`src/sv/hse_pkg.sv`:
```
// Package for the heap sort engine: sizes, data and control types, FSM states.
// No dependencies; every other file of the block imports it.
`timescale 1ns / 1ps

package hse_pkg;

  // Number of values one set can hold
  localparam int unsigned Depth  = 64;
  localparam int unsigned DataW  = 32;
  localparam int unsigned CountW = $clog2(Depth + 1);

  typedef logic signed [DataW-1:0]  data_t;
  typedef logic        [CountW-1:0] count_t;

  // Per-cycle command broadcast to every cell of the chain
  typedef struct packed {
    logic ins;  // insert the incoming value in order
    logic pop;  // shift the chain toward cell 0 by one place
  } ctrl_t;

  typedef enum logic {
    ST_LOAD,
    ST_DRAIN
  } state_e;

endpackage : hse_pkg

```
`src/sv/hse_cell.sv`:
```
// One cell of the sorting chain: holds one value, keeps the chain ascending.
// Depends on hse_pkg. Neighbors exchange value and insert-position flags.
`timescale 1ns / 1ps

module hse_cell (
  input  logic           clk_i,
  input  hse_pkg::ctrl_t ctrl_i,
  input  logic           occ_i,        // this cell holds a value of the set
  input  hse_pkg::data_t new_i,        // value being inserted
  input  hse_pkg::data_t left_val_i,   // neighbor toward cell 0
  input  logic           left_lt_i,    // new value goes at or before the left neighbor
  input  hse_pkg::data_t right_val_i,  // neighbor away from cell 0
  output hse_pkg::data_t val_o,
  output logic           lt_o
);
  import hse_pkg::*;

  data_t val_q, val_d;

  // New value belongs here or earlier: cell is empty or holds a larger value
  assign lt_o  = !occ_i || (new_i < val_q);
  assign val_o = val_q;

  // Pop shifts toward cell 0; insert shifts the tail one place away from it
  always_comb begin
    val_d = val_q;
    if (ctrl_i.pop) begin
      val_d = right_val_i;
    end else if (ctrl_i.ins) begin
      if (left_lt_i) begin
        val_d = left_val_i;
      end else if (lt_o) begin
        val_d = new_i;
      end
    end
  end

  always_ff @(posedge clk_i) begin
    val_q <= val_d;
  end

endmodule : hse_cell

```
`config.mk`:
```
export PLATFORM = sky130hd
export DESIGN_NAME = hse_cell
export DESIGN_NICKNAME = d
export VERILOG_FILES = /design/src/sv/hse_pkg.sv /design/src/sv/hse_cell.sv
export SDC_FILE = /design/constraint.sdc
export NUM_CORES = 1
export LEC_CHECK = 0
export BUFFER_PORTS_ARGS = -buffer_cell sky130_fd_sc_hd__buf_2
export CELL_PAD_IN_SITES_DETAIL_PLACEMENT = 1
export CELL_PAD_IN_SITES_GLOBAL_PLACEMENT = 1
export CORE_AREA = 2 2 94 96
export DETAILED_ROUTE_END_ITERATION = 6
export DIE_AREA = 0 0 96 98
export PLACE_DENSITY_LB_ADDON = 0.1
export REMOVE_ABC_BUFFERS = 1
export SYNTH_ARGS = -nofsm -noshare
export SYNTH_HDL_FRONTEND = slang
export SYNTH_SLANG_ARGS = --single-unit
```
`constraint.sdc`:
```
create_clock -name clk_i -period 4.2 [get_ports clk_i]
set_input_delay 0.21 -clock clk_i [delete_from_list [all_inputs] [get_ports clk_i]]
set_output_delay 0.21 -clock clk_i [all_outputs]
set_load 0.05 [all_outputs]
```
Word level (Yosys, flattened, before mapping)
Index checks and enable logic that the tools add are counted.
{ "word_totals": {"reg_bits": 32, "in_bits": 101, "out_inout_bits": 33, "word_cells": 11} }
{ "classes": {"magnitude_cmp": 1, "mux": 4, "n_reduce_logical": 5} }
{ "ops": {"columns": ["op", "n"], "rows": [
  ["2-to-1 mux 32 bit", 4],
  ["less-than comparator 32 bit", 1],
  ["nonzero test 3 bit", 1],
  ["AND reduction 2 bit", 1],
  ["nonzero test 2 bit", 1],
  ["zero test 1 bit", 1],
  ["logical OR 1 bit", 1]
]} }

Depth between registers and ports, before layout
Gate-level depths: netlist of run 1.
{ "depth": {"depth_word": 6, "ltp_mapped": 9, "ltp_nobuf": 9} }

Worst setup path after synthesis of run 1
OpenSTA, ideal clock, no wires.
{ "synth_path": {"path_kind": "reg-to-reg", "startpoint": "register val_q[30] (netlist: val_o[30])", "endpoint": "register val_q[0] (netlist: val_o[0]), enable pin", "setup_ps": 441, "arrival_time_ps": 3832, "required_ps": 3759, "setup_slack_ps": -73, "path_stages_with_launch": 10, "path_buffers": 0, "synth_period_minus_slack_ps": 4273, "cell_sequence": "edfxtp_1 -> inv_1 -> ha_1 -> a21oi_2 -> nand2_1 -> a221o_1 -> a311oi_1 -> o31a_1 -> xor2_1 -> a31oi_1"} }
{ "synth_via": {"elab_chain_cells": 4} }
{ "synth_rtl": {"columns": ["element", "line_no", "source"], "rows": [
  ["start, declared", "hse_cell.sv:18", "data_t val_q, val_d;"],
  ["start signal, assigned", "hse_cell.sv:39", "val_q <= val_d;"],
  ["less-than comparator 32 bit", "hse_cell.sv:21", "assign lt_o = !occ_i || (new_i < val_q);"],
  ["logical OR 1 bit", "hse_cell.sv:21", null],
  ["nonzero test 3 bit (no line)", null, null],
  ["AND reduction 2 bit (no line)", null, null]
]} }
Every way passes these cells.
A chain may end at the register's enable or synchronous reset.

Final worst setup path of run 1
{ "layout_path": {"startpoint": "register val_q[2] (netlist: val_o[2])", "endpoint": "register val_q[15] (netlist: val_o[15]), enable pin"} }
The elaborated chain is that of the path after synthesis.

==> qor.yml, run 1 <==
run_status:
  outcome: "finished, final reports clean"
logic_synthesis:
  ys_seq_area_share_pct: 40.1
  synth_top_area_share_pct: 40.1
  ys_types: 24
  synth_area_leaders: "edfxtp_1 40%, ha_1 16%, mux2i_1 13%"
  synthCells: 252
  synth_area_mm2: 0.00240
  yosysTopAreaCell: "edfxtp_1"
  synth_seq_cells: 32
  avgSynthCellArea_um2: 9.52
  synth_warnings: 0
sta:
  rsz0062_at_grt: "false"
  setup_viol: 0
  fin_worst_skew_ns: 0.00777
  fin_crit_ns: 3.08
  final.period_utilization_pct: 73.4
  hold_viol: 0
  worstMarginPinSlew_ns: 0.585
  slew_headroom_pct: 61.0
  tns_ns: 0
  slew_viol_final: 0
  fmax_mhz: 324
final_layout:
  nets: 516
  drive_gt1_share_pct: 37.2
  final_cells: 492
  diodes: 0
  largest_reg_flops: 32
  area_delta_synth_final_pct: 36.3
setup_path:
  critPathMaxStageDelay_ns: 0.49
  cp.arrival_ns: 3.04
  worst-setup-path-type: "flop to flop"
  crit_chain: "inv_1 > ha_1 > a211o_1 > a31oi_1 > o221ai_1 > a211oi_1 > o31a_1 > xor2_1 > a31oi_4 > buf_4"
  worstPathRequired_ns: 4.16
  startpoint_type: "flop"
  critPathMaxFanout: 18
  slowest_stage: "a31oi_4"
  end_kind: "flop"
grt:
  grt.overflow.total: 0
  met3_usage_pct: 3.70
  met1_usage_pct: 18.7
  grt_antenna_before_repair: 0
  top_usage_layer: "met2"
  grt_use_met2_pct: 23.9
  grt_pass1_vias: 2254
  grt_max_degree: 39
  grt_usage_pct: 14.4
  grt_pass1_wl_um: 10600
cts:
  cts_tree: "done"
  clock-sinks: 32
  ctsHtreeMaxLevel: 2
  clk_latency_ns: 0.28
  numCtsBuffers: 5
  ctsResizeCount: 0
  root_buffer: "clkbuf_8"
  cts.path.max_buffers: 2
  ctsHoldBuffers: 0
  cts_setup_buffers: 0
  clkSlewWorstSetupHoldPaths_ns: 0.07
floorplan:
  chipWidth_um: 96
  core_area_mm2: 0.00847
  dieHeight_um: 98
  initial_core_util_pct: 28.3
  die_area_mm2: 0.00941
  row_count: 34
  io_pins: 134
detailed_routing:
  wl_um: 6480
  ant_nets: 0
  first_pass_iters: 4
  drt_iter0_markers: 37
  vias_per_cell: 4.55
  wl_per_cell_um: 13.2
  remaining_drc_errors: 0
  route.vias.total: 2239
pwr:
  power.density_mw_per_mm2: 320
  leakage_nw: 1.70
  power_mw: 1.05
  peakVddDrop_mv: 0.108
placed_design:
  io_buffer_count: 133
  gp_congestion: 0.722
  placedCellCount: 485
  dp_hpwl_um: 5320
run:
  cap_violations: 0
min_path:
  min_path_type: "input pin to flop"
path summary, 6_finish.rpt:
path | slack [ns] | cells past startpoint | endpoint | from
max | 1.12 | 10 | val_o[15] | val_o[2]
min | 0.21 | 3 | val_o[20] | right_val_i[20]
max reg2reg | 1.12 | 10 | val_o[15] | val_o[2]
min reg2reg | 1.38 | 4 | val_o[24] | val_o[31]
where the power goes:
group / switching (mW) / internal [mW] / total (mW)
combinational: 0.277 / 0.136 / 0.413
clock: 0.110 / 0.109 / 0.219
sequential: 0.0162 / 0.399 / 0.415
logic make-up after synthesis:
family / share of synthesized area, %
adder cells (fa/ha/maj): 16.2
buffers and inverters: 6.73
XOR/XNOR: 0.365
AND/OR/NAND/NOR: 9.60
AO/OA/AOI/OAI: 13.7
multiplexers: 13.4
flip-flops: 40.1
Yosys cell counts:
| cell type | n |
|---|---|
| a211oi_1 | 1 |
| a221o_1 | 1 |
| nand2b_1 | 1 |
| nor2_1 | 5 |
| a311oi_1 | 1 |
| inv_1 | 31 |
| ha_1 | 31 |
| and4_1 | 1 |
| edfxtp_1 | 32 |
| o21ai_0 | 36 |
| clkbuf_1 | 8 |
| o31a_1 | 1 |
| a31oi_1 | 2 |
| a21oi_1 | 12 |
| nand2_1 | 40 |
| o221ai_1 | 1 |
| xor2_1 | 1 |
| nand4_1 | 5 |
| nand3_1 | 3 |
| mux2i_1 | 32 |
| a211o_1 | 1 |
| a21o_1 | 2 |
| buf_2 | 3 |
| a21oi_2 | 1 |
cell usage in the layout (no fill, tap or decap), drive strengths merged, types with 2 or more instances in the layout:
cell and count:
o21ai 36, clkbuf 5, clkinv 2, inv 31, mux2i 32, buf 136, edfxtp 32, nor2 5
ha 31, nand4 5, a21oi 13, a21o 2, nand3 3, a31oi 2, nand2 40
metal layers:
layer | vias to the layer above | routed length (um)
li1 | 1161 | -
met1 | 989 | 2840
met2 | 83 | 3110
met3 | 6 | 476
met4 | 0 | 58
met5 | - | 0
cell type report:
cell class,instances,area (um^2)
Fill cell,1061,5200
Multi-Input combinational cell,178,1290
Sequential cell,32,961
Timing Repair Buffer,136,688
Tap cell,108,135
Inverter,31,116
Clock buffer,5,68.8
Clock inverter,2,7.51
critical path: cells and delay by family, from the launching register on:
| kind | cells | cell delay (ns) |
|---|---|---|
| AO/OA/AOI/OAI | 6 | 1.60 |
| flip-flops | 1 | 0.38 |
| adder cells (fa/ha/maj) | 1 | 0.23 |
| buffers and inverters | 2 | 0.43 |
| XOR/XNOR | 1 | 0.10 |
per-stage QoR:
step                      utilization, %  hold WS (ns)  worst slack, ns  cell area (um^2)
after floorplan                        -         0.397          -0.0729              2350
after global placement              37.7         0.492             1.11              3190
after detailed placement            37.7         0.498             1.05              3190
after CTS                           38.6         0.201             1.04              3270
after global routing                38.6         0.223            0.846              3270
final                               38.6         0.208             1.12              3270
No activity file was read; power rests on OpenSTA's default activity.
==> run 2: changes to the inputs <==
--- a/config.mk
+++ b/config.mk
@@ -8,9 +8,9 @@
 export BUFFER_PORTS_ARGS = -buffer_cell sky130_fd_sc_hd__buf_2
 export CELL_PAD_IN_SITES_DETAIL_PLACEMENT = 1
 export CELL_PAD_IN_SITES_GLOBAL_PLACEMENT = 1
-export CORE_AREA = 2 2 94 96
+export CORE_AREA = 2 2 90 92
 export DETAILED_ROUTE_END_ITERATION = 6
-export DIE_AREA = 0 0 96 98
+export DIE_AREA = 0 0 92 94
 export PLACE_DENSITY_LB_ADDON = 0.1
 export REMOVE_ABC_BUFFERS = 1
 export SYNTH_ARGS = -nofsm -noshare
==> constraint.sdc (replaced) <==
create_clock -name clk_i -period 3 [get_ports clk_i]
set_input_delay 0.15 -clock clk_i [delete_from_list [all_inputs] [get_ports clk_i]]
set_output_delay 0.15 -clock clk_i [all_outputs]
set_load 0.05 [all_outputs]
==> run 2 against run 1 <==
  * Combinational power is 41% higher
  * Non-clock buffer count did not move
  * First-iteration DRC count is 2.7% lower
  * Clock skew is 0.0010 ns lower
  * Critical path type is now flop to primary output
  * Sequential share of layout area barely moved
  * Clock power grew 47%
  * Die area is 8.1% lower
  * Cell area is essentially flat
  * Largest power group is now combinational logic
==> qor.yml, run 2 (synthesis gave the netlist of run 1 again) <==
sta:
  final.period_utilization_pct: 94.3
  hold_viol: 0  # unchanged
  slew_headroom_pct: 62.4  # +1.4 points
  fmax_mhz: 354
  fin_crit_ns: 2.83
  rsz0062_at_grt: "false"
  setup_viol: 0  # unchanged
  fin_hold_ws_ns: 0.150  # -0.0585 ns
  tns_ns: 0  # unchanged
  worstMarginPinSlew_ns: 0.563  # -0.0213 ns
  fin_worst_skew_ns: 0.00674  # -0.00103 ns
  slew_viol_final: 0  # unchanged
final_layout:
  stdcell_area_mm2: 0.00327  # about the same
  largest_reg_flops: 32  # unchanged
  nets: 516  # unchanged
  seqCellArea_um2: 961  # unchanged
  area_delta_synth_final_pct: 36.4  # about the same
  layout_commonest_cell: "buf_2"
  fillers: 970  # -8.6%
  drive_gt1_share_pct: 37.7  # +0.42 points
  layout_common_cells: "133 x buf_2, 40 x nand2_1, 36 x o21ai_0"
  multi_input_area_mm2: 0.00129  # unchanged
  diodes: 0  # unchanged
  final_cells: 487  # -1.0%
setup_path:
  reg2reg_depth: 10  # unchanged
  critPathMaxFanout: 2  # -16
  worst-setup-path-type: "flop to primary output"
  end_kind: "primary output"
  startpoint_type: "flop"
  worstPathRequired_ns: 2.85  # -1.31 ns
  rr_endpoint: "val_o[18]"
  rrSetupSlack_ns: 0.24  # -0.88 ns
  cp.arrival_ns: 2.68  # -0.36 ns
  reg2reg_from: "val_o[23]"
grt:
  grt_max_degree: 64  # +64%
  grt_pass1_vias: 2332  # +3.5%
  grt_usage_pct: 16.2  # +1.8 points
  grt_antenna_before_repair: 1  # +1
  grt_pass1_wl_um: 11000  # +4.0%
  grt.overflow.total: 0  # unchanged
detailed_routing:
  remaining_drc_errors: 0  # unchanged
  route.vias.total: 2271  # +1.4%
  vias_per_cell: 4.66  # +2.5%
  wl_per_cell_um: 13.9  # +5.5%
  ant_nets: 0  # unchanged
  drt_iter0_markers: 36  # -2.7%
  wl_um: 6770  # +4.4%
  first_pass_iters: 4  # unchanged
floorplan:
  die_area_mm2: 0.00865  # -8.1%
  dieHeight_um: 94  # -4.1%
  row_count: 32  # -5.9%
  chipWidth_um: 92  # -4.2%
  io_pins: 134  # unchanged
  initial_core_util_pct: 31.5  # +3.2 points
  core_area_mm2: 0.00761  # -10%
placed_design:
  placedCellCount: 479  # -1.2%
  gp_congestion: 0.749  # +3.8%
  dp_hpwl_um: 5380  # +1.2%
  placed_cell_area_mm2: 0.00318  # -0.24%
  io_buffer_count: 133  # unchanged
cts:
  cts.path.max_buffers: 2  # unchanged
  clk_latency_ns: 0.28  # about the same
  numCtsBuffers: 5  # unchanged
  clock-sinks: 32  # unchanged
  cts_tree: "done"
  root_buffer: "clkbuf_8"
  clkSlewWorstSetupHoldPaths_ns: 0.07  # about the same
  ctsHtreeMaxLevel: 2  # unchanged
run:
  cap_violations: 0  # unchanged
min_path:
  holdCritStartpoint: "right_val_i[13]"
  min_path_type: "input pin to flop"
  hold_depth: 3  # unchanged
  holdPathEnd: "val_o[13]"
pwr:
  peakVddDrop_mv: 0.152  # +40%
  leakage_nw: 1.71  # +0.45%
  power_mw: 1.49  # +42%
  power.density_mw_per_mm2: 455  # +42%
run_status:
  outcome: "finished, final reports clean"
[run 2: cell types whose count changed in the layout (fill, tap and decap cells not counted)]
cell,change
clkinv_2,+2
clkinv_1,-1
buf_4,-1
buf_6,+1
[run 2: layer usage]
metal  vias to the layer above  part of all wire [%]  GRT usage [%]
met2                        83                    48           27.5
met1                      1025                    42           20.0
met3                         4                   8.7           5.22
met5                         -                     0              0
met4                         0                  0.64           3.86
li1                       1159                     -              -
[run 2: power breakdown]
part	switching, mW	leakage (nW)	internal [mW]
registers	0.0232	0.329	0.559
logic	0.392	1.33	0.192
clock network	0.165	0.0453	0.158
[run 2: final cells by class]
class,count,area share [%]
multi-input combinational,178,39.5
sequential,32,29.4
timing repair buffer,136,21.2
tap,102,3.90
inverter,31,3.56
clock buffer,5,2.10
clock inverter,3,0.421
[run 2: critical path, cell delays in order (launching register included)]
cell and delay [ns]:
edfxtp_1 0.38, inv_1 0.07, ha_1 0.24, a21oi_1 0.16, o21ai_0 0.14, a221o_1 0.34, a311oi_1 0.26, o31a_1 0.20
xor2_1 0.28, nand2_1 0.10, buf_2 0.22
[run 2: metrics by stage]
stage               setup slack (ns)  util, %
CTS                            0.125     42.9
floorplan                      -1.27        -
global placement               0.221     41.9
detailed placement             0.133     41.9
finish                         0.172     43.0
global route                  0.0107     43.0
[run 2: worst max-delay path by stage]
stage,startpoint,end
final,val_o[23],lt_o
after global routing,val_o[2],lt_o
after CTS,val_o[2],val_o[0]
after detailed placement,val_o[2],val_o[4]
after global placement,val_o[2],val_o[5]
after floorplan,val_o[30],val_o[0]
[run 2: repair_timing]
item / in CTS / in global routing
setup endpoints to repair: 0 / 32
hold buffers: 0 / 0
resized for setup: 0 / 1
setup buffers: 0 / 0
==> run 3: changes to the inputs <==
--- a/config.mk
+++ b/config.mk
@@ -13,6 +13,7 @@
 export DIE_AREA = 0 0 92 94
 export PLACE_DENSITY_LB_ADDON = 0.1
 export REMOVE_ABC_BUFFERS = 1
+export SETUP_SLACK_MARGIN = 0.3
 export SYNTH_ARGS = -nofsm -noshare
 export SYNTH_HDL_FRONTEND = slang
 export SYNTH_SLANG_ARGS = --single-unit
==> run 3 against run 2 <==
  * Clock skew increased by 0.00082 ns
  * Power up 2.6%
  * Register-to-register slack improved by 0.15 ns
  * Sequential cell count unchanged
  * Largest cell class unchanged
  * Largest power group unchanged
==> qor.yml, run 3 (synthesis gave the netlist of run 1 again) <==
detailed_routing:
  ant_nets: 0  # unchanged
  first_pass_iters: 4  # unchanged
  remaining_drc_errors: 0  # unchanged
  wl_per_cell_um: 14.1  # +1.6%
  drt_iter0_markers: 43  # +19%
  route.vias.total: 2280  # +0.40%
  wl_um: 6900  # +2.0%
  vias_per_cell: 4.66  # about the same
final_layout:
  nets: 518  # +0.39%
  layout_common_cells: "132 x buf_2, 40 x nand2_1, 35 x o21ai_0"
  diodes: 0  # unchanged
  post-route-util_pct: 44.2  # +1.2 points
  drive_gt1_share_pct: 40.1  # +2.4 points
  largest_reg_flops: 32  # unchanged
  final_cells: 489  # +0.41%
  area_delta_synth_final_pct: 40.3
  layout_commonest_cell: "buf_2"
  fillers: 960  # -1.0%
sta:
  slew_headroom_pct: 62.3  # -0.11 points
  fin_hold_ws_ns: 0.147  # -0.00255 ns
  tns_ns: 0  # unchanged
  slew_viol_final: 0  # unchanged
  fin_crit_ns: 2.62  # -0.203 ns
  final.period_utilization_pct: 87.5  # -6.8 points
  fin_worst_skew_ns: 0.00756  # +0.000822 ns
  worstMarginPinSlew_ns: 0.565  # +0.00165 ns
  hold_viol: 0  # unchanged
  fmax_mhz: 381  # +7.8%
  setup_viol: 0  # unchanged
  rsz0062_at_grt: "true"
setup_path:
  crit_family: "compound AO/OA/AOI/OAI gates"
  worstPathRequired_ns: 2.85  # about the same
  crit_chain: "inv_1 > ha_1 > a21oi_2 > o21ai_2 > a221o_1 > a311oi_1 > o31a_1 > xor2_2 > nand2_1 > buf_6"
  startpoint_type: "flop"
  reg2reg_depth: 10  # unchanged
  cp.arrival_ns: 2.47  # -0.21 ns
  critPathMaxStageDelay_ns: 0.38  # about the same
  worst-setup-path-type: "flop to primary output"
  path_buf_inv: 2  # unchanged
  path_depth: 10  # unchanged
  critPathMaxFanout: 2  # unchanged
  slowest_stage: "edfxtp_1"
  end_kind: "primary output"
grt:
  grt_max_degree: 64  # unchanged
  grt_pass1_wl_um: 11100  # +0.50%
  grt_usage_pct: 16.2  # +0.071 points
  grt.overflow.total: 0  # unchanged
  grt_antenna_before_repair: 1  # unchanged
  grt_pass1_vias: 2340  # +0.34%
min_path:
  hold_depth: 3  # unchanged
  min_path_type: "input pin to flop"
cts:
  clkSlewWorstSetupHoldPaths_ns: 0.07  # about the same
  clock-sinks: 32  # unchanged
  cts_setup_buffers: 0  # unchanged
  root_buffer: "clkbuf_8"
  cts_tree: "done"
  numCtsBuffers: 5  # unchanged
  ctsHtreeMaxLevel: 2  # unchanged
  cts.path.max_buffers: 2  # unchanged
  ctsHoldBuffers: 0  # unchanged
  clk_latency_ns: 0.28  # about the same
placed_design:
  io_buffer_count: 133  # unchanged
  gp_congestion: 0.749  # unchanged
  placedCellCount: 479  # unchanged
  dp_hpwl_um: 5380  # unchanged
floorplan:
  dieHeight_um: 94  # unchanged
  chipWidth_um: 92  # unchanged
  io_pins: 134  # unchanged
  initial_core_util_pct: 31.5  # unchanged
  core_area_mm2: 0.00761  # unchanged
  row_count: 32  # unchanged
  die_area_mm2: 0.00865  # unchanged
pwr:
  seqPwrFrac_pct: 38.1  # -1.0 points
  power.density_mw_per_mm2: 454  # -0.27%
  p_sw_share_pct: 39.2  # +0.18 points
  leakage_nw: 1.74  # +1.8%
  power_frac_comb_pct: 40.4  # +1.2 points
  peakVddDrop_mv: 0.150  # -1.0%
  clock_power_share_pct: 21.4  # -0.3 points
  internal_power_mw: 0.929  # +2.3%
  p_switching_mw: 0.598  # +3.1%
  power_mw: 1.53  # +2.6%
run_status:
  outcome: "finished, final reports clean"
run:
  cap_violations: 0  # unchanged
run 3: final timing paths:
| kind | from | end | slack (ns) |
|---|---|---|---|
| setup reg to reg | val_o[7] | val_o[13] | 0.39 |
| hold / removal | right_val_i[0] | val_o[0] | 0.15 |
| setup / recovery | val_o[23] | lt_o | 0.38 |
| hold reg to reg | val_o[31] | val_o[16] | 1.34 |
run 3: layout make-up:
cell class | instances | area, um^2 | share of cell area [%]
repair buffers | 138 | 743 | 22.1
well taps | 102 | 128 | 3.79
clock buffers | 5 | 68.8 | 2.05
multi-input cells | 178 | 1330 | 39.6
inverters | 31 | 116 | 3.46
clock inverters | 3 | 13.8 | 0.409
flip-flops and latches | 32 | 961 | 28.6
run 3: routing by layer:
metal,vias up,GRT usage [%],wire length (um)
met2,82,27.5,3370
met3,4,5.22,577
met1,1030,20.2,2910
met4,0,3.86,46
li1,1164,-,-
met5,-,0,0
run 3: tightest hold or removal path: stages:
cell	delay [ns]
buf_2	0.07
nand2_1	0.04
o21ai_0	0.05
run 3: metrics by stage:
step	instance area, um^2	setup slack (ns)
2_1_floorplan	2350	-1.27
3_3_place_gp	3180	0.221
3_5_place_dp	3180	0.133
6_report	3360	0.376
5_1_grt	3360	0.246
4_1_cts	3300	0.309
run 3: power groups by stage:
stage | registers (mW) | logic (mW) | clock network (mW)
after detailed placement | 0.593 | 0.591 | 0
final | 0.582 | 0.617 | 0.327
after floorplan | 0.775 | 0.196 | 0
after global routing | 0.590 | 0.681 | 0.355
after CTS | 0.583 | 0.607 | 0.340
after global placement | 0.590 | 0.584 | 0
run 3: what timing repair did:
action,4_1_cts,5_1_grt
setup endpoints to repair,33,33
cloned,0,2
pin swaps,2,7
gates resized for setup,8,6
